### src/hw/rtl/snfcs_pkg.sv
// Shared constants, result record type and helpers for the SPI NOR command sequencer.
// No dependencies; used by the top level and its checker.
package snfcs_pkg;

  localparam int PAGE_BYTES   = 256;  // power of two
  localparam int ADDRESS_BITS = 24;
  localparam int PAGE_LOG     = $clog2(PAGE_BYTES);
  localparam int PAGE_W       = PAGE_LOG + 1;
  localparam logic [23:0] ADDR_MASK = 24'((64'd1 << ADDRESS_BITS) - 64'd1);

  localparam logic [15:0] POLL_LIMIT_RESET = 16'd2000;

  // Input item kinds
  localparam logic [2:0] K_READ      = 3'd0;
  localparam logic [2:0] K_PROGRAM   = 3'd1;
  localparam logic [2:0] K_ERASE     = 3'd2;
  localparam logic [2:0] K_PROBE     = 3'd3;
  localparam logic [2:0] K_DATA      = 3'd4;
  localparam logic [2:0] K_RESPONSE  = 3'd5;

  // Result kinds
  localparam logic [1:0] R_SPI       = 2'd0;
  localparam logic [1:0] R_HOST      = 2'd1;
  localparam logic [1:0] R_DONE      = 2'd2;

  // Completion status
  localparam logic [1:0] ST_OK       = 2'd0;
  localparam logic [1:0] ST_RANGE    = 2'd1;
  localparam logic [1:0] ST_ABSENT   = 2'd2;
  localparam logic [1:0] ST_REFUSED  = 2'd3;

  // Flash opcodes
  localparam logic [7:0] OPC_RDID    = 8'h9F;
  localparam logic [7:0] OPC_READ    = 8'h03;
  localparam logic [7:0] OPC_PP      = 8'h02;
  localparam logic [7:0] OPC_SE4K    = 8'h20;
  localparam logic [7:0] OPC_WREN    = 8'h06;
  localparam logic [7:0] OPC_RDSR    = 8'h05;
  localparam logic [7:0] DUMMY       = 8'hFF;

  // Operation codes
  localparam logic [2:0] OP_NONE     = 3'd0;
  localparam logic [2:0] OP_READ     = 3'd1;
  localparam logic [2:0] OP_PROG     = 3'd2;
  localparam logic [2:0] OP_ERASE    = 3'd3;
  localparam logic [2:0] OP_PROBE    = 3'd4;

  // Phase codes
  localparam logic [3:0] PH_IDLE      = 4'd0;
  localparam logic [3:0] PH_WREN      = 4'd1;
  localparam logic [3:0] PH_CMD       = 4'd2;
  localparam logic [3:0] PH_ADDR      = 4'd3;
  localparam logic [3:0] PH_READ      = 4'd4;
  localparam logic [3:0] PH_WAIT_DATA = 4'd5;
  localparam logic [3:0] PH_DATA      = 4'd6;
  localparam logic [3:0] PH_RDSR      = 4'd7;
  localparam logic [3:0] PH_POLL      = 4'd8;
  localparam logic [3:0] PH_RELEASE   = 4'd9;
  localparam logic [3:0] PH_PROBE     = 4'd10;

  typedef struct packed {
    logic [1:0] kind;
    logic [7:0] value;
    logic       release_cs;
    logic [1:0] status;
    logic       last;
  } res_t;

  function automatic res_t make_res(logic [1:0] kind, logic [7:0] value, logic rel,
                                    logic [1:0] status);
    res_t r;
    r.kind       = kind;
    r.value      = value;
    r.release_cs = rel;
    r.status     = status;
    r.last       = 1'b0;
    return r;
  endfunction

  // Bytes that fit in the current page, capped by what is left to program.
  function automatic logic [PAGE_W-1:0] page_room(logic [23:0] addr, logic [24:0] rem);
    logic [PAGE_W-1:0] pg;
    pg = PAGE_W'(PAGE_BYTES) - {1'b0, addr[PAGE_LOG-1:0]};
    if (25'(pg) > rem) pg = PAGE_W'(rem);
    return pg;
  endfunction

endpackage

### src/hw/rtl/spi_nor_flash_command_sequencer.sv
// SPI NOR flash command sequencer: top level.
// Depends on snfcs_pkg (constants, result record, page helper).
//
// Usage:
//   item channel (item_valid/item_ready): host requests (read, program, 4K erase,
//   id probe), program data bytes, and flash response beats carrying the MISO
//   byte of the last SPI byte sent. Exactly one SPI byte is outstanding at a time:
//   send every SPI result to the flash and return its MISO byte as a response beat.
//   result channel (result_valid/result_ready): SPI bytes to shift out (with a
//   chip-select release flag), id/read bytes for the host, and finished beats that
//   carry the status. last marks the final result caused by one item.
//   cfg_we/cfg_wdata: write poll_limit, only while the block is idle.
// Timing:
//   an accepted item lands in the input register and is decoded from there; its
//   results are registered into the result buffer, which drives the result port.
//   One item per cycle is sustained while result_ready stays high and each
//   item yields at most one result; an item yielding n results holds the
//   result port for n beats. The result buffer draining sets the pace.
// Reset (rst, synchronous): drop any buffered item and results, return to idle
//   with the device size unknown and poll_limit at 2000.
// Stall: while result_ready is low the buffered result holds; the input register
//   still takes one more item, then item_ready drops until the buffer can reload.
module spi_nor_flash_command_sequencer (
  input  logic        clk,
  input  logic        rst,
  input  logic        cfg_we,
  input  logic [15:0] cfg_wdata,
  input  logic        item_valid,
  output logic        item_ready,
  input  logic [2:0]  kind,
  input  logic [23:0] address,
  input  logic [24:0] length,
  input  logic [7:0]  data_byte,
  output logic        result_valid,
  input  logic        result_ready,
  output logic [1:0]  result_kind,
  output logic [7:0]  byte_value,
  output logic        release_select,
  output logic [1:0]  status,
  output logic        last
);

  // Configuration
  logic [15:0] poll_limit;

  // Input register
  logic        ir_valid;
  logic [2:0]  ir_kind;
  logic [23:0] ir_addr;
  logic [24:0] ir_len;
  logic [7:0]  ir_db;

  // Sequencer state
  logic [2:0]  operation, operation_next;
  logic [3:0]  phase, phase_next;
  logic [1:0]  abi, abi_next;                 // address / probe byte index
  logic [23:0] cur_addr, cur_addr_next;
  logic [24:0] remaining, remaining_next;
  logic [snfcs_pkg::PAGE_W-1:0] page_left, page_left_next;
  logic [15:0] poll_count, poll_count_next;
  logic [3:0]  size_exp, size_exp_next;
  logic        present, present_next;
  logic [15:0] id_hold, id_hold_next;

  // Result buffer: one item's results (at most two), drained one per beat
  snfcs_pkg::res_t res_q [3];
  snfcs_pkg::res_t res_new [3];
  logic [1:0]  res_cnt;
  logic [1:0]  res_head;
  logic [1:0]  new_cnt;

  logic        out_take;
  logic        advance;
  logic        load;

  // Decode helpers
  logic [31:0] dev_size;
  logic [25:0] end_addr;
  logic        over_end;
  logic        erase_over;
  logic [15:0] jedec;
  logic [snfcs_pkg::PAGE_W-1:0] pl_dec;
  logic [24:0] rem_dec;

  assign out_take   = result_valid && result_ready;
  // The buffer can reload when empty or when its final result leaves this cycle.
  assign advance    = (res_cnt == 2'd0) || (res_cnt == 2'd1 && result_ready);
  assign item_ready = !ir_valid || advance;
  assign load       = ir_valid && advance;

  assign dev_size   = 32'h0001_0000 << size_exp;
  assign end_addr   = 26'(ir_addr & snfcs_pkg::ADDR_MASK) + 26'(ir_len);
  assign over_end   = present && (32'(end_addr) > dev_size);
  assign erase_over = present && (32'(ir_addr & snfcs_pkg::ADDR_MASK) >= dev_size);
  assign jedec      = {id_hold[15:8], ir_db};
  assign pl_dec     = (page_left != '0) ? page_left - 1'b1 : page_left;
  assign rem_dec    = (remaining != '0) ? remaining - 25'd1 : remaining;

  always_comb begin
    operation_next  = operation;
    phase_next      = phase;
    abi_next        = abi;
    cur_addr_next   = cur_addr;
    remaining_next  = remaining;
    page_left_next  = page_left;
    poll_count_next = poll_count;
    size_exp_next   = size_exp;
    present_next    = present;
    id_hold_next    = id_hold;
    new_cnt         = 2'd0;
    for (int i = 0; i < 3; i++) begin
      res_new[i] = '0;
    end

    if (ir_valid) begin
      if (phase == snfcs_pkg::PH_IDLE &&
          (ir_kind == snfcs_pkg::K_READ || ir_kind == snfcs_pkg::K_PROGRAM)) begin
        if (ir_len == '0) begin
          res_new[new_cnt] = snfcs_pkg::make_res(snfcs_pkg::R_DONE, 8'h00, 1'b0,
                                                 snfcs_pkg::ST_OK);
          new_cnt = new_cnt + 2'd1;
        end else if (over_end) begin
          res_new[new_cnt] = snfcs_pkg::make_res(snfcs_pkg::R_DONE, 8'h00, 1'b0,
                                                 snfcs_pkg::ST_RANGE);
          new_cnt = new_cnt + 2'd1;
        end else begin
          cur_addr_next  = ir_addr & snfcs_pkg::ADDR_MASK;
          remaining_next = ir_len;
          if (ir_kind == snfcs_pkg::K_READ) begin
            operation_next = snfcs_pkg::OP_READ;
            phase_next     = snfcs_pkg::PH_CMD;
            res_new[new_cnt] = snfcs_pkg::make_res(snfcs_pkg::R_SPI, snfcs_pkg::OPC_READ,
                                                   1'b0, snfcs_pkg::ST_OK);
            new_cnt = new_cnt + 2'd1;
          end else begin
            operation_next = snfcs_pkg::OP_PROG;
            phase_next     = snfcs_pkg::PH_WREN;
            page_left_next = snfcs_pkg::page_room(ir_addr & snfcs_pkg::ADDR_MASK, ir_len);
            res_new[new_cnt] = snfcs_pkg::make_res(snfcs_pkg::R_SPI, snfcs_pkg::OPC_WREN,
                                                   1'b1, snfcs_pkg::ST_OK);
            new_cnt = new_cnt + 2'd1;
          end
        end
      end else if (phase == snfcs_pkg::PH_IDLE && ir_kind == snfcs_pkg::K_ERASE) begin
        if (erase_over) begin
          res_new[new_cnt] = snfcs_pkg::make_res(snfcs_pkg::R_DONE, 8'h00, 1'b0,
                                                 snfcs_pkg::ST_RANGE);
          new_cnt = new_cnt + 2'd1;
        end else begin
          operation_next = snfcs_pkg::OP_ERASE;
          cur_addr_next  = ir_addr & snfcs_pkg::ADDR_MASK;
          phase_next     = snfcs_pkg::PH_WREN;
          res_new[new_cnt] = snfcs_pkg::make_res(snfcs_pkg::R_SPI, snfcs_pkg::OPC_WREN,
                                                 1'b1, snfcs_pkg::ST_OK);
          new_cnt = new_cnt + 2'd1;
        end
      end else if (phase == snfcs_pkg::PH_IDLE && ir_kind == snfcs_pkg::K_PROBE) begin
        operation_next = snfcs_pkg::OP_PROBE;
        abi_next       = 2'd0;
        phase_next     = snfcs_pkg::PH_PROBE;
        res_new[new_cnt] = snfcs_pkg::make_res(snfcs_pkg::R_SPI, snfcs_pkg::OPC_RDID,
                                               1'b0, snfcs_pkg::ST_OK);
        new_cnt = new_cnt + 2'd1;
      end else if (ir_kind == snfcs_pkg::K_RESPONSE && phase != snfcs_pkg::PH_IDLE &&
                   phase != snfcs_pkg::PH_WAIT_DATA) begin
        case (phase)
          snfcs_pkg::PH_WREN: begin
            res_new[new_cnt] = snfcs_pkg::make_res(snfcs_pkg::R_SPI,
              (operation == snfcs_pkg::OP_PROG) ? snfcs_pkg::OPC_PP : snfcs_pkg::OPC_SE4K,
              1'b0, snfcs_pkg::ST_OK);
            new_cnt    = new_cnt + 2'd1;
            phase_next = snfcs_pkg::PH_CMD;
          end
          snfcs_pkg::PH_CMD: begin
            res_new[new_cnt] = snfcs_pkg::make_res(snfcs_pkg::R_SPI, cur_addr[23:16], 1'b0,
                                                   snfcs_pkg::ST_OK);
            new_cnt    = new_cnt + 2'd1;
            abi_next   = 2'd0;
            phase_next = snfcs_pkg::PH_ADDR;
          end
          snfcs_pkg::PH_ADDR: begin
            if (abi == 2'd0) begin
              abi_next = 2'd1;
              res_new[new_cnt] = snfcs_pkg::make_res(snfcs_pkg::R_SPI, cur_addr[15:8], 1'b0,
                                                     snfcs_pkg::ST_OK);
              new_cnt = new_cnt + 2'd1;
            end else if (abi == 2'd1) begin
              abi_next = 2'd2;
              res_new[new_cnt] = snfcs_pkg::make_res(snfcs_pkg::R_SPI, cur_addr[7:0],
                operation == snfcs_pkg::OP_ERASE, snfcs_pkg::ST_OK);
              new_cnt = new_cnt + 2'd1;
            end else if (operation == snfcs_pkg::OP_READ) begin
              res_new[new_cnt] = snfcs_pkg::make_res(snfcs_pkg::R_SPI, snfcs_pkg::DUMMY,
                remaining == 25'd1, snfcs_pkg::ST_OK);
              new_cnt    = new_cnt + 2'd1;
              phase_next = snfcs_pkg::PH_READ;
            end else if (operation == snfcs_pkg::OP_PROG) begin
              phase_next = snfcs_pkg::PH_WAIT_DATA;
            end else begin
              res_new[new_cnt] = snfcs_pkg::make_res(snfcs_pkg::R_SPI, snfcs_pkg::OPC_RDSR,
                                                     1'b0, snfcs_pkg::ST_OK);
              new_cnt    = new_cnt + 2'd1;
              phase_next = snfcs_pkg::PH_RDSR;
            end
          end
          snfcs_pkg::PH_READ: begin
            res_new[new_cnt] = snfcs_pkg::make_res(snfcs_pkg::R_HOST, ir_db, 1'b0,
                                                   snfcs_pkg::ST_OK);
            new_cnt        = new_cnt + 2'd1;
            remaining_next = rem_dec;
            if (rem_dec == '0) begin
              res_new[new_cnt] = snfcs_pkg::make_res(snfcs_pkg::R_DONE, 8'h00, 1'b0,
                                                     snfcs_pkg::ST_OK);
              new_cnt        = new_cnt + 2'd1;
              phase_next     = snfcs_pkg::PH_IDLE;
              operation_next = snfcs_pkg::OP_NONE;
            end else begin
              res_new[new_cnt] = snfcs_pkg::make_res(snfcs_pkg::R_SPI, snfcs_pkg::DUMMY,
                rem_dec == 25'd1, snfcs_pkg::ST_OK);
              new_cnt = new_cnt + 2'd1;
            end
          end
          snfcs_pkg::PH_DATA: begin
            if (page_left != '0) begin
              phase_next = snfcs_pkg::PH_WAIT_DATA;
            end else begin
              res_new[new_cnt] = snfcs_pkg::make_res(snfcs_pkg::R_SPI, snfcs_pkg::OPC_RDSR,
                                                     1'b0, snfcs_pkg::ST_OK);
              new_cnt    = new_cnt + 2'd1;
              phase_next = snfcs_pkg::PH_RDSR;
            end
          end
          snfcs_pkg::PH_RDSR: begin
            res_new[new_cnt] = snfcs_pkg::make_res(snfcs_pkg::R_SPI, snfcs_pkg::DUMMY, 1'b0,
                                                   snfcs_pkg::ST_OK);
            new_cnt         = new_cnt + 2'd1;
            poll_count_next = 16'd1;
            phase_next      = snfcs_pkg::PH_POLL;
          end
          snfcs_pkg::PH_POLL: begin
            // Busy clear or poll budget spent: release chip select after one dummy.
            if (!ir_db[0] || poll_count >= poll_limit) begin
              res_new[new_cnt] = snfcs_pkg::make_res(snfcs_pkg::R_SPI, snfcs_pkg::DUMMY,
                                                     1'b1, snfcs_pkg::ST_OK);
              new_cnt    = new_cnt + 2'd1;
              phase_next = snfcs_pkg::PH_RELEASE;
            end else begin
              poll_count_next = poll_count + 16'd1;
              res_new[new_cnt] = snfcs_pkg::make_res(snfcs_pkg::R_SPI, snfcs_pkg::DUMMY,
                                                     1'b0, snfcs_pkg::ST_OK);
              new_cnt = new_cnt + 2'd1;
            end
          end
          snfcs_pkg::PH_RELEASE: begin
            if (operation == snfcs_pkg::OP_PROG && remaining != '0) begin
              // Open the next page.
              page_left_next = snfcs_pkg::page_room(cur_addr, remaining);
              res_new[new_cnt] = snfcs_pkg::make_res(snfcs_pkg::R_SPI, snfcs_pkg::OPC_WREN,
                                                     1'b1, snfcs_pkg::ST_OK);
              new_cnt    = new_cnt + 2'd1;
              phase_next = snfcs_pkg::PH_WREN;
            end else begin
              res_new[new_cnt] = snfcs_pkg::make_res(snfcs_pkg::R_DONE, 8'h00, 1'b0,
                                                     snfcs_pkg::ST_OK);
              new_cnt        = new_cnt + 2'd1;
              phase_next     = snfcs_pkg::PH_IDLE;
              operation_next = snfcs_pkg::OP_NONE;
            end
          end
          default: begin
            // Id probe: dummies trail 9F and id bytes 1-2; three id bytes to host.
            if (abi == 2'd0) begin
              res_new[new_cnt] = snfcs_pkg::make_res(snfcs_pkg::R_SPI, snfcs_pkg::DUMMY,
                                                     1'b0, snfcs_pkg::ST_OK);
              new_cnt  = new_cnt + 2'd1;
              abi_next = 2'd1;
            end else if (abi == 2'd1) begin
              res_new[new_cnt] = snfcs_pkg::make_res(snfcs_pkg::R_HOST, ir_db, 1'b0,
                                                     snfcs_pkg::ST_OK);
              new_cnt = new_cnt + 2'd1;
              res_new[new_cnt] = snfcs_pkg::make_res(snfcs_pkg::R_SPI, snfcs_pkg::DUMMY,
                                                     1'b0, snfcs_pkg::ST_OK);
              new_cnt  = new_cnt + 2'd1;
              abi_next = 2'd2;
            end else if (abi == 2'd2) begin
              res_new[new_cnt] = snfcs_pkg::make_res(snfcs_pkg::R_HOST, ir_db, 1'b0,
                                                     snfcs_pkg::ST_OK);
              new_cnt      = new_cnt + 2'd1;
              id_hold_next = {ir_db, 8'h00};
              res_new[new_cnt] = snfcs_pkg::make_res(snfcs_pkg::R_SPI, snfcs_pkg::DUMMY,
                                                     1'b1, snfcs_pkg::ST_OK);
              new_cnt  = new_cnt + 2'd1;
              abi_next = 2'd3;
            end else begin
              res_new[new_cnt] = snfcs_pkg::make_res(snfcs_pkg::R_HOST, ir_db, 1'b0,
                                                     snfcs_pkg::ST_OK);
              new_cnt        = new_cnt + 2'd1;
              id_hold_next   = jedec;
              phase_next     = snfcs_pkg::PH_IDLE;
              operation_next = snfcs_pkg::OP_NONE;
              if (jedec == 16'h0000 || jedec == 16'hFFFF) begin
                present_next  = 1'b0;
                size_exp_next = 4'd0;
                res_new[new_cnt] = snfcs_pkg::make_res(snfcs_pkg::R_DONE, 8'h00, 1'b0,
                                                       snfcs_pkg::ST_ABSENT);
              end else begin
                present_next  = 1'b1;
                size_exp_next = jedec[3:0];
                res_new[new_cnt] = snfcs_pkg::make_res(snfcs_pkg::R_DONE, 8'h00, 1'b0,
                                                       snfcs_pkg::ST_OK);
              end
              new_cnt = new_cnt + 2'd1;
            end
          end
        endcase
      end else if (ir_kind == snfcs_pkg::K_DATA && phase == snfcs_pkg::PH_WAIT_DATA) begin
        page_left_next = pl_dec;
        remaining_next = rem_dec;
        cur_addr_next  = (cur_addr + 24'd1) & snfcs_pkg::ADDR_MASK;
        res_new[new_cnt] = snfcs_pkg::make_res(snfcs_pkg::R_SPI, ir_db, pl_dec == '0,
                                               snfcs_pkg::ST_OK);
        new_cnt    = new_cnt + 2'd1;
        phase_next = snfcs_pkg::PH_DATA;
      end else begin
        // Out of turn: refuse, leave the pending operation alone.
        res_new[new_cnt] = snfcs_pkg::make_res(snfcs_pkg::R_DONE, 8'h00, 1'b0,
                                               snfcs_pkg::ST_REFUSED);
        new_cnt = new_cnt + 2'd1;
      end
    end

    // Mark the final result of this item.
    if (new_cnt != 2'd0) begin
      res_new[new_cnt - 2'd1].last = 1'b1;
    end
  end

  // Configuration register
  always_ff @(posedge clk) begin
    if (rst) begin
      poll_limit <= snfcs_pkg::POLL_LIMIT_RESET;
    end else if (cfg_we) begin
      poll_limit <= cfg_wdata;
    end
  end

  // Input register
  always_ff @(posedge clk) begin
    if (rst) begin
      ir_valid <= 1'b0;
    end else if (item_ready) begin
      ir_valid <= item_valid;
    end
  end

  always_ff @(posedge clk) begin
    if (item_valid && item_ready) begin
      ir_kind <= kind;
      ir_addr <= address;
      ir_len  <= length;
      ir_db   <= data_byte;
    end
  end

  // Sequencer state advances when the decoded item moves into the result buffer.
  always_ff @(posedge clk) begin
    if (rst) begin
      operation  <= snfcs_pkg::OP_NONE;
      phase      <= snfcs_pkg::PH_IDLE;
      abi        <= 2'd0;
      cur_addr   <= '0;
      remaining  <= '0;
      page_left  <= '0;
      poll_count <= '0;
      size_exp   <= '0;
      present    <= 1'b0;
      id_hold    <= '0;
    end else if (load) begin
      operation  <= operation_next;
      phase      <= phase_next;
      abi        <= abi_next;
      cur_addr   <= cur_addr_next;
      remaining  <= remaining_next;
      page_left  <= page_left_next;
      poll_count <= poll_count_next;
      size_exp   <= size_exp_next;
      present    <= present_next;
      id_hold    <= id_hold_next;
    end
  end

  // Result buffer control
  always_ff @(posedge clk) begin
    if (rst) begin
      res_cnt  <= 2'd0;
      res_head <= 2'd0;
    end else if (load) begin
      res_cnt  <= new_cnt;
      res_head <= 2'd0;
    end else if (out_take) begin
      res_cnt  <= res_cnt - 2'd1;
      res_head <= res_head + 2'd1;
    end
  end

  always_ff @(posedge clk) begin
    if (load) begin
      for (int i = 0; i < 3; i++) begin
        res_q[i] <= res_new[i];
      end
    end
  end

  assign result_valid   = (res_cnt != 2'd0);
  assign result_kind    = res_q[res_head].kind;
  assign byte_value     = res_q[res_head].value;
  assign release_select = res_q[res_head].release_cs;
  assign status         = res_q[res_head].status;
  assign last           = res_q[res_head].last;

endmodule

### config.mk
export PLATFORM = sky130hd
export DESIGN_NAME = spi_nor_flash_command_sequencer
export DESIGN_NICKNAME = d
export VERILOG_FILES = /design/src/hw/rtl/snfcs_pkg.sv /design/src/hw/rtl/spi_nor_flash_command_sequencer.sv
export SDC_FILE = /design/constraint.sdc
export NUM_CORES = 1
export LEC_CHECK = 0
export CAP_MARGIN = 5
export CORE_UTILIZATION = 45
export CTS_BUF_LIST = sky130_fd_sc_hd__clkbuf_16
export DETAILED_ROUTE_END_ITERATION = 10
export DONT_BUFFER_PORTS = 1
export SLEW_MARGIN = 20
export SYNTH_ARGS = -nofsm -noshare
export SYNTH_HDL_FRONTEND = slang
export SYNTH_SLANG_ARGS = --single-unit
### constraint.sdc
create_clock -name clk -period 6.3 [get_ports clk]
set_input_delay 1.26 -clock clk [delete_from_list [all_inputs] [get_ports clk]]
set_output_delay 1.26 -clock clk [all_outputs]
set_load 0.01 [all_outputs]
Word-level counts from Yosys, hierarchy flattened

Memory sizes are Yosys's and may differ from the RTL's. A register that Yosys moved wholly into a read port is not among the register bits.
Index checks and enable logic that the tools add are counted.

Add/subtract/negate cells: 10
$lt $le $gt $ge: 7
Equality and inequality tests: 51
Shift-type cells: 1
Multiplexer cells: 129
Bitwise gates (word level): 8
Reduce and logical (&&, ||, !) cells: 57

Operators with widths:

| kind                                                  | number |
|---|---|
| 2-to-1 mux 14 bit                                     | 17 |
| 2-to-1 mux 25 bit                                     | 9 |
| 2-to-1 mux 24 bit                                     | 8 |
| 2-to-1 mux 9 bit                                      | 13 |
| one-hot mux 14 bit (8 select lines)                   | 1 |
| 2-to-1 mux 4 bit                                      | 17 |
| equality test 25 x 1 -> 1 bit (second input constant) | 2 |
| > comparator 9 x 25 -> 1 bit                          | 2 |
| zero test 25 bit                                      | 2 |
| 2-to-1 mux 2 bit                                      | 22 |
| bitwise mux 42 bit                                    | 1 |
| 2-to-1 mux 42 bit                                     | 1 |
| 2-to-1 mux 3 bit                                      | 13 |
| 2-to-1 mux 12 bit                                     | 3 |
| greater-or-equal comparator 24 x 32 -> 1 bit          | 1 |
| > comparator 26 x 32 -> 1 bit                         | 1 |
| one-hot mux 16 bit (2 select lines)                   | 1 |
| one-hot mux 4 bit (8 select lines)                    | 1 |
| AND reduction 8 bit                                   | 4 |
| << shifter 17 x 4 -> 32 bit (first input constant)    | 1 |
| AND reduction 10 bit                                  | 3 |
| demux 14 bit (select 2 bit)                           | 1 |
| 2-to-1 mux 28 bit                                     | 1 |
| one-hot mux 14 bit (2 select lines)                   | 1 |
| 64 further kinds                                      | 137 |

Register bits after elaboration: 177
RAM bits: 42
Input bits: 81
Logic and storage cells: 282
Memories kept: 1

Memories:

| name  | depth | width | read ports | clocked after Yosys merged registers in | write ports | line                                  | text |
|---|---|---|---|---|---|---|---|
| res_q | 3     | 14    | 1          | 1                                       | 3           | spi_nor_flash_command_sequencer.sv:66 | `snfcs_pkg::res_t res_q [3];` |

Logic depth before layout (Yosys ltp)

Word-level depth: 19
Mapped depth: 26

Worst setup path before layout

OpenSTA, ideal clock, no wires.

Path kind: register to register
Start: register ir_addr[6]
End: register cur_addr[20]
Arrival time: 5.433 ns
Required time: 6.168 ns
Path slack: 0.735 ns
Stages on the path, launching flop included: 25
Clock period less this slack: 5.565 ns
Path through: edfxtp_1 ha_1 a211oi_1 o21ai_0 o2111a_1 o21ai_0 a21oi_1 o211a_1 or3_1 a21oi_1 o21bai_1 xor2_1 ha_1 and3_1 nand3_1 or4_1 nor3_1 o2111ai_1 nor4_1 o31ai_1 or3_1 clkbuf_1 clkbuf_1 a21oi_1 o32ai_1

Cells in the longest elaborated chain, start to end: 5
Elaborated cells on any way between the ends: 8

Ends and longest elaborated chain:

| what                            | line                                   | text |
|---|---|---|
| from (decl)                     | spi_nor_flash_command_sequencer.sv:49  | `logic [23:0] ir_addr;` |
| from (signal assigned)          | spi_nor_flash_command_sequencer.sv:359 | `ir_addr <= address;` |
| adder 24 x 25 -> 26 bit         | spi_nor_flash_command_sequencer.sv:92  | `assign end_addr = 26'(ir_addr & snfcs_pkg::ADDR_MASK) + 26'(ir_len);` |
| > comparator 26 x 32 -> 1 bit   | spi_nor_flash_command_sequencer.sv:93  | `assign over_end = present && (32'(end_addr) > dev_size);` |
| logical AND 1 bit               | spi_nor_flash_command_sequencer.sv:93  |  |
| inequality test 2 bit (no line) | n/a                                    |  |
| AND reduction 8 bit (no line) * | n/a                                    |  |
| to (signal assigned)            | spi_nor_flash_command_sequencer.sv:382 | `cur_addr <= cur_addr_next;` |
| to (decl)                       | spi_nor_flash_command_sequencer.sv:57  | `logic [23:0] cur_addr, cur_addr_next;` |

Every way passes the cells marked *; elsewhere a longest branch is shown, timed or not.
A chain may end at the register's enable or synchronous reset.

Worst setup path in the final report

Start: register ir_addr[6]
End: register operation[2]

Cells in the longest elaborated chain, start to end: 5
Elaborated cells on any way between the ends: 8

Ends and longest elaborated chain:

| what                             | line                                   | text |
|---|---|---|
| adder 24 x 25 -> 26 bit          | spi_nor_flash_command_sequencer.sv:92  |  |
| > comparator 26 x 32 -> 1 bit    | spi_nor_flash_command_sequencer.sv:93  |  |
| logical AND 1 bit                | spi_nor_flash_command_sequencer.sv:93  |  |
| inequality test 2 bit (no line)  | n/a                                    |  |
| AND reduction 12 bit (no line) * | n/a                                    |  |
| to (signal assigned)             | spi_nor_flash_command_sequencer.sv:368 | `operation <= snfcs_pkg::OP_NONE;` |
| to (signal assigned)             | spi_nor_flash_command_sequencer.sv:379 | `operation <= operation_next;` |
| to (decl)                        | spi_nor_flash_command_sequencer.sv:54  | `logic [2:0] operation, operation_next;` |

Marked as above.

==> impl_metrics.json <==
{
  "syn_area_um2": 13500,
  "cts_buffers": 17,
  "hpwl_um": 30000,
  "grt_first_pass_wirelength_um": 63000,
  "worstSetupPathType": "reg -> reg",
  "num_vias": 12300,
  "cts_buffer_depth": 2,
  "ant_nets": 0,
  "antenna_found_initial": 1,
  "p_leak_nw": 5.39,
  "drc": 0,
  "cts_tree": "done",
  "final_cell_mix": "169 x nand2_1, 160 x nor2_1, 155 x a21oi_1, 119 x dfxtp_1, 99 x o21ai_0",
  "syn_inst": 1650,
  "final_cells": 2012,
  "gp_congestion": 0.920,
  "fin_setup_tns_ns": 0,
  "die_w_um": 175,
  "clockPowerShare": 0.267,
  "h-tree-depth": 4,
  "grt_pass1_vias": 11500,
  "preCtsSetupSlack_ns": 0.252,
  "slew_headroom": 0.300,
  "clock.fmax_ghz": 0.165,
  "min_period_ns": 6.07,
  "final_common_cell": "nand2_1",
  "core_area_um2": 29600,
  "pwr-share-seq": 0.371,
  "period_share": 0.963,
  "placementRows": 63,
  "clk-insertion-delay-late_ns": 0.47,
  "synth_edf_count": 80,
  "synth-seq-cells": 199,
  "cp.arrival_ns": 6.41,
  "worst_slack_ns": 0.231,
  "via_per_inst": 6.13,
  "cts_sinks": 199,
  "hold_class": "reg -> reg",
  "track_usage": 0.261,
  "start_util": 0.457,
  "firstDrtPassIters": 7,
  "slew_violations": 0,
  "hold_violations": 0,
  "synthDistinctLibCells": 77,
  "switching_share": 0.381,
  "synthTopCellsByArea": "edfxtp_1 18%, dfxtp_1 18%, ha_1 8.4%",
  "ys_warn_count": 0,
  "grt_overflow": 0,
  "final.fill_count": 2911,
  "grt_max_degree": 79,
  "end_kind": "flip-flop",
  "synth_top_cell_area_share": 0.177,
  "wl_per_cell_um": 19.8,
  "dp.cells": 1975,
  "clk_pin_slew_worst_paths_ns": 0.08,
  "power.internal_mw": 2.64,
  "syn_nets": 1823,
  "ios": 97,
  "holdBufCountCts": 0,
  "synthFlopType": "dfxtp_1",
  "nets": 1780,
  "design_area_um2": 14600,
  "ir_drop_v": 0.000208,
  "async_flop_share": 0,
  "wirelength_um": 39900,
  "crit_required_ns": 6.65,
  "portBuffers": 0,
  "p_comb_frac": 0.363,
  "die_area_um2": 30800,
  "ys_seq_area_frac": 0.354,
  "start_kind": "flip-flop",
  "setup_violations": 0,
  "status": "finished clean",
  "worst_pin_slew_ns": 1.05,
  "synth.avg_cell_area_um2": 8.20,
  "cap_viol_max_count": 0,
  "power_switching_mw": 1.62,
  "area_growth_pct": 7.65,
  "critPathMaxFanout": 6,
  "rsz0062_at_grt": "no",
  "root_buffer": "clkbuf_16",
  "die_h_um": 175,
  "synth_top_cell_by_area": "edfxtp_1",
  "drive_above_1_share": 0.0543,
  "powerDensity_nw_per_um2": 292,
  "drt-initial-drc-count": 1022,
  "clock_skew_ns": 0.0205,
  "place_area_um2": 13900
}
-- Yosys cell counts, drive strengths merged, types with 7 or more instances --
| master | number |
|---|---|
| a21o | 18 |
| nor2 | 161 |
| buf | 10 |
| o21a | 18 |
| xnor2 | 32 |
| xor2 | 15 |
| edfxtp | 80 |
| inv | 71 |
| nor2b | 27 |
| o21ai | 102 |
| a22oi | 7 |
| ha | 91 |
| o32ai | 18 |
| o31ai | 9 |
| nand2 | 169 |
| nand3 | 49 |
| a211oi | 20 |
| a31oi | 8 |
| or3 | 23 |
| and3 | 14 |
| clkbuf | 77 |
| nor3b | 7 |
| a21oi | 157 |
| o211ai | 20 |
| nor3 | 71 |
| a221oi | 7 |
| nor4 | 36 |
| o22ai | 20 |
| or4 | 10 |
| nand2b | 20 |
| or2 | 10 |
| dfxtp | 119 |
| mux2i | 49 |
| nand4 | 19 |
| a211o | 7 |
-- worst paths after layout --
kind / start / cells past startpoint / slack, ns / endpoint
worst max-delay path: ir_addr[6]$_DFFE_PP_ / 23 / 0.23 / operation[2]$_SDFFE_PP0P_
worst max register to register: ir_addr[6]$_DFFE_PP_ / 23 / 0.23 / operation[2]$_SDFFE_PP0P_
worst min-delay path: poll_limit[6]$_SDFFE_PP1P_ / 2 / 0.49 / poll_limit[6]$_SDFFE_PP1P_
worst min register to register: poll_limit[6]$_SDFFE_PP1P_ / 2 / 0.49 / poll_limit[6]$_SDFFE_PP1P_
-- state kept, by name (all words and copies together) (netlist names), 3 cells and up, named ones only --
signal / cells
remaining: 25
ir_len: 25
poll_count: 16
ir_addr: 24
id_hold: 8
res_q: 20
operation: 3
page_left: 9
phase: 4
size_exp: 4
cur_addr: 24
ir_db: 8
poll_limit: 16
ir_kind: 3
-- power by group through the flow --
| stage | logic [mW] | registers [mW] | clock network, mW |
|---|---|---|---|
| CTS | 1.50 | 1.57 | 1.16 |
| finish | 1.54 | 1.58 | 1.14 |
| detailed placement | 1.50 | 1.60 | 0 |
| global placement | 1.49 | 1.60 | 0 |
| floorplan | 1.20 | 1.53 | 0 |
| global route | 1.71 | 1.59 | 1.21 |
-- metal layers --
metal | track usage | share of wire
met4 | 0.107 | 0.031
met5 | 0 | 0
met1 | 0.356 | 0.46
met2 | 0.404 | 0.44
met3 | 0.0522 | 0.066
-- final cells by class --
class / count / area (um^2) / area share
multi-input cells: 1293 / 8200 / 0.563
well taps: 390 / 488 / 0.0335
diodes: 2 / 5.00 / 0.000344
clock buffers: 17 / 425 / 0.0292
inverters: 71 / 267 / 0.0183
clock inverters: 15 / 168 / 0.0115
repair buffers: 25 / 233 / 0.0160
flip-flops and latches: 199 / 4780 / 0.328
-- repair_timing --
| action | CTS | global route |
|---|---|---|
| setup buffers | 0 | 2 |
| endpoints found under the setup margin | 0 | 35 |
| endpoints found under the hold margin | 0 | 0 |
| resized for setup | 0 | 5 |
-- critical path: stages (launching register included) --
cell	delay, ns
edfxtp_1	0.50
ha_1	0.43
a211oi_2	0.29
o21ai_0	0.16
o2111a_1	0.17
o21ai_0	0.21
a21oi_1	0.13
o211a_1	0.24
or3_1	0.34
a21oi_1	0.14
o21bai_1	0.08
xor2_1	0.15
ha_1	0.29
and3_1	0.15
nand3_1	0.11
or4_1	0.56
nor3_1	0.27
o2111ai_1	0.19
nor4_2	0.22
buf_4	0.18
o31a_1	0.19
nand2_1	0.17
a2111oi_4	0.37
mux2_1	0.37
-- logic make-up after synthesis --
| kind of cell | synth area share |
|---|---|
| compound gates | 0.219 |
| xor+xnor | 0.0304 |
| fa+ha+maj | 0.0856 |
| buf+inv | 0.0445 |
| flops | 0.354 |
| mux | 0.0379 |
| other cells | 0.000277 |
| simple gates | 0.229 |
-- per-stage QoR --
stage / power (mW) / util / hold WS [ns]
after floorplan: 2.73 / - / 0.452
after global placement: 3.09 / 0.469 / 0.473
after detailed placement: 3.10 / 0.469 / 0.483
after CTS: 4.24 / 0.489 / 0.494
after global routing: 4.51 / 0.491 / 0.529
final: 4.26 / 0.492 / 0.493
Power figures use the tool's default switching activity.
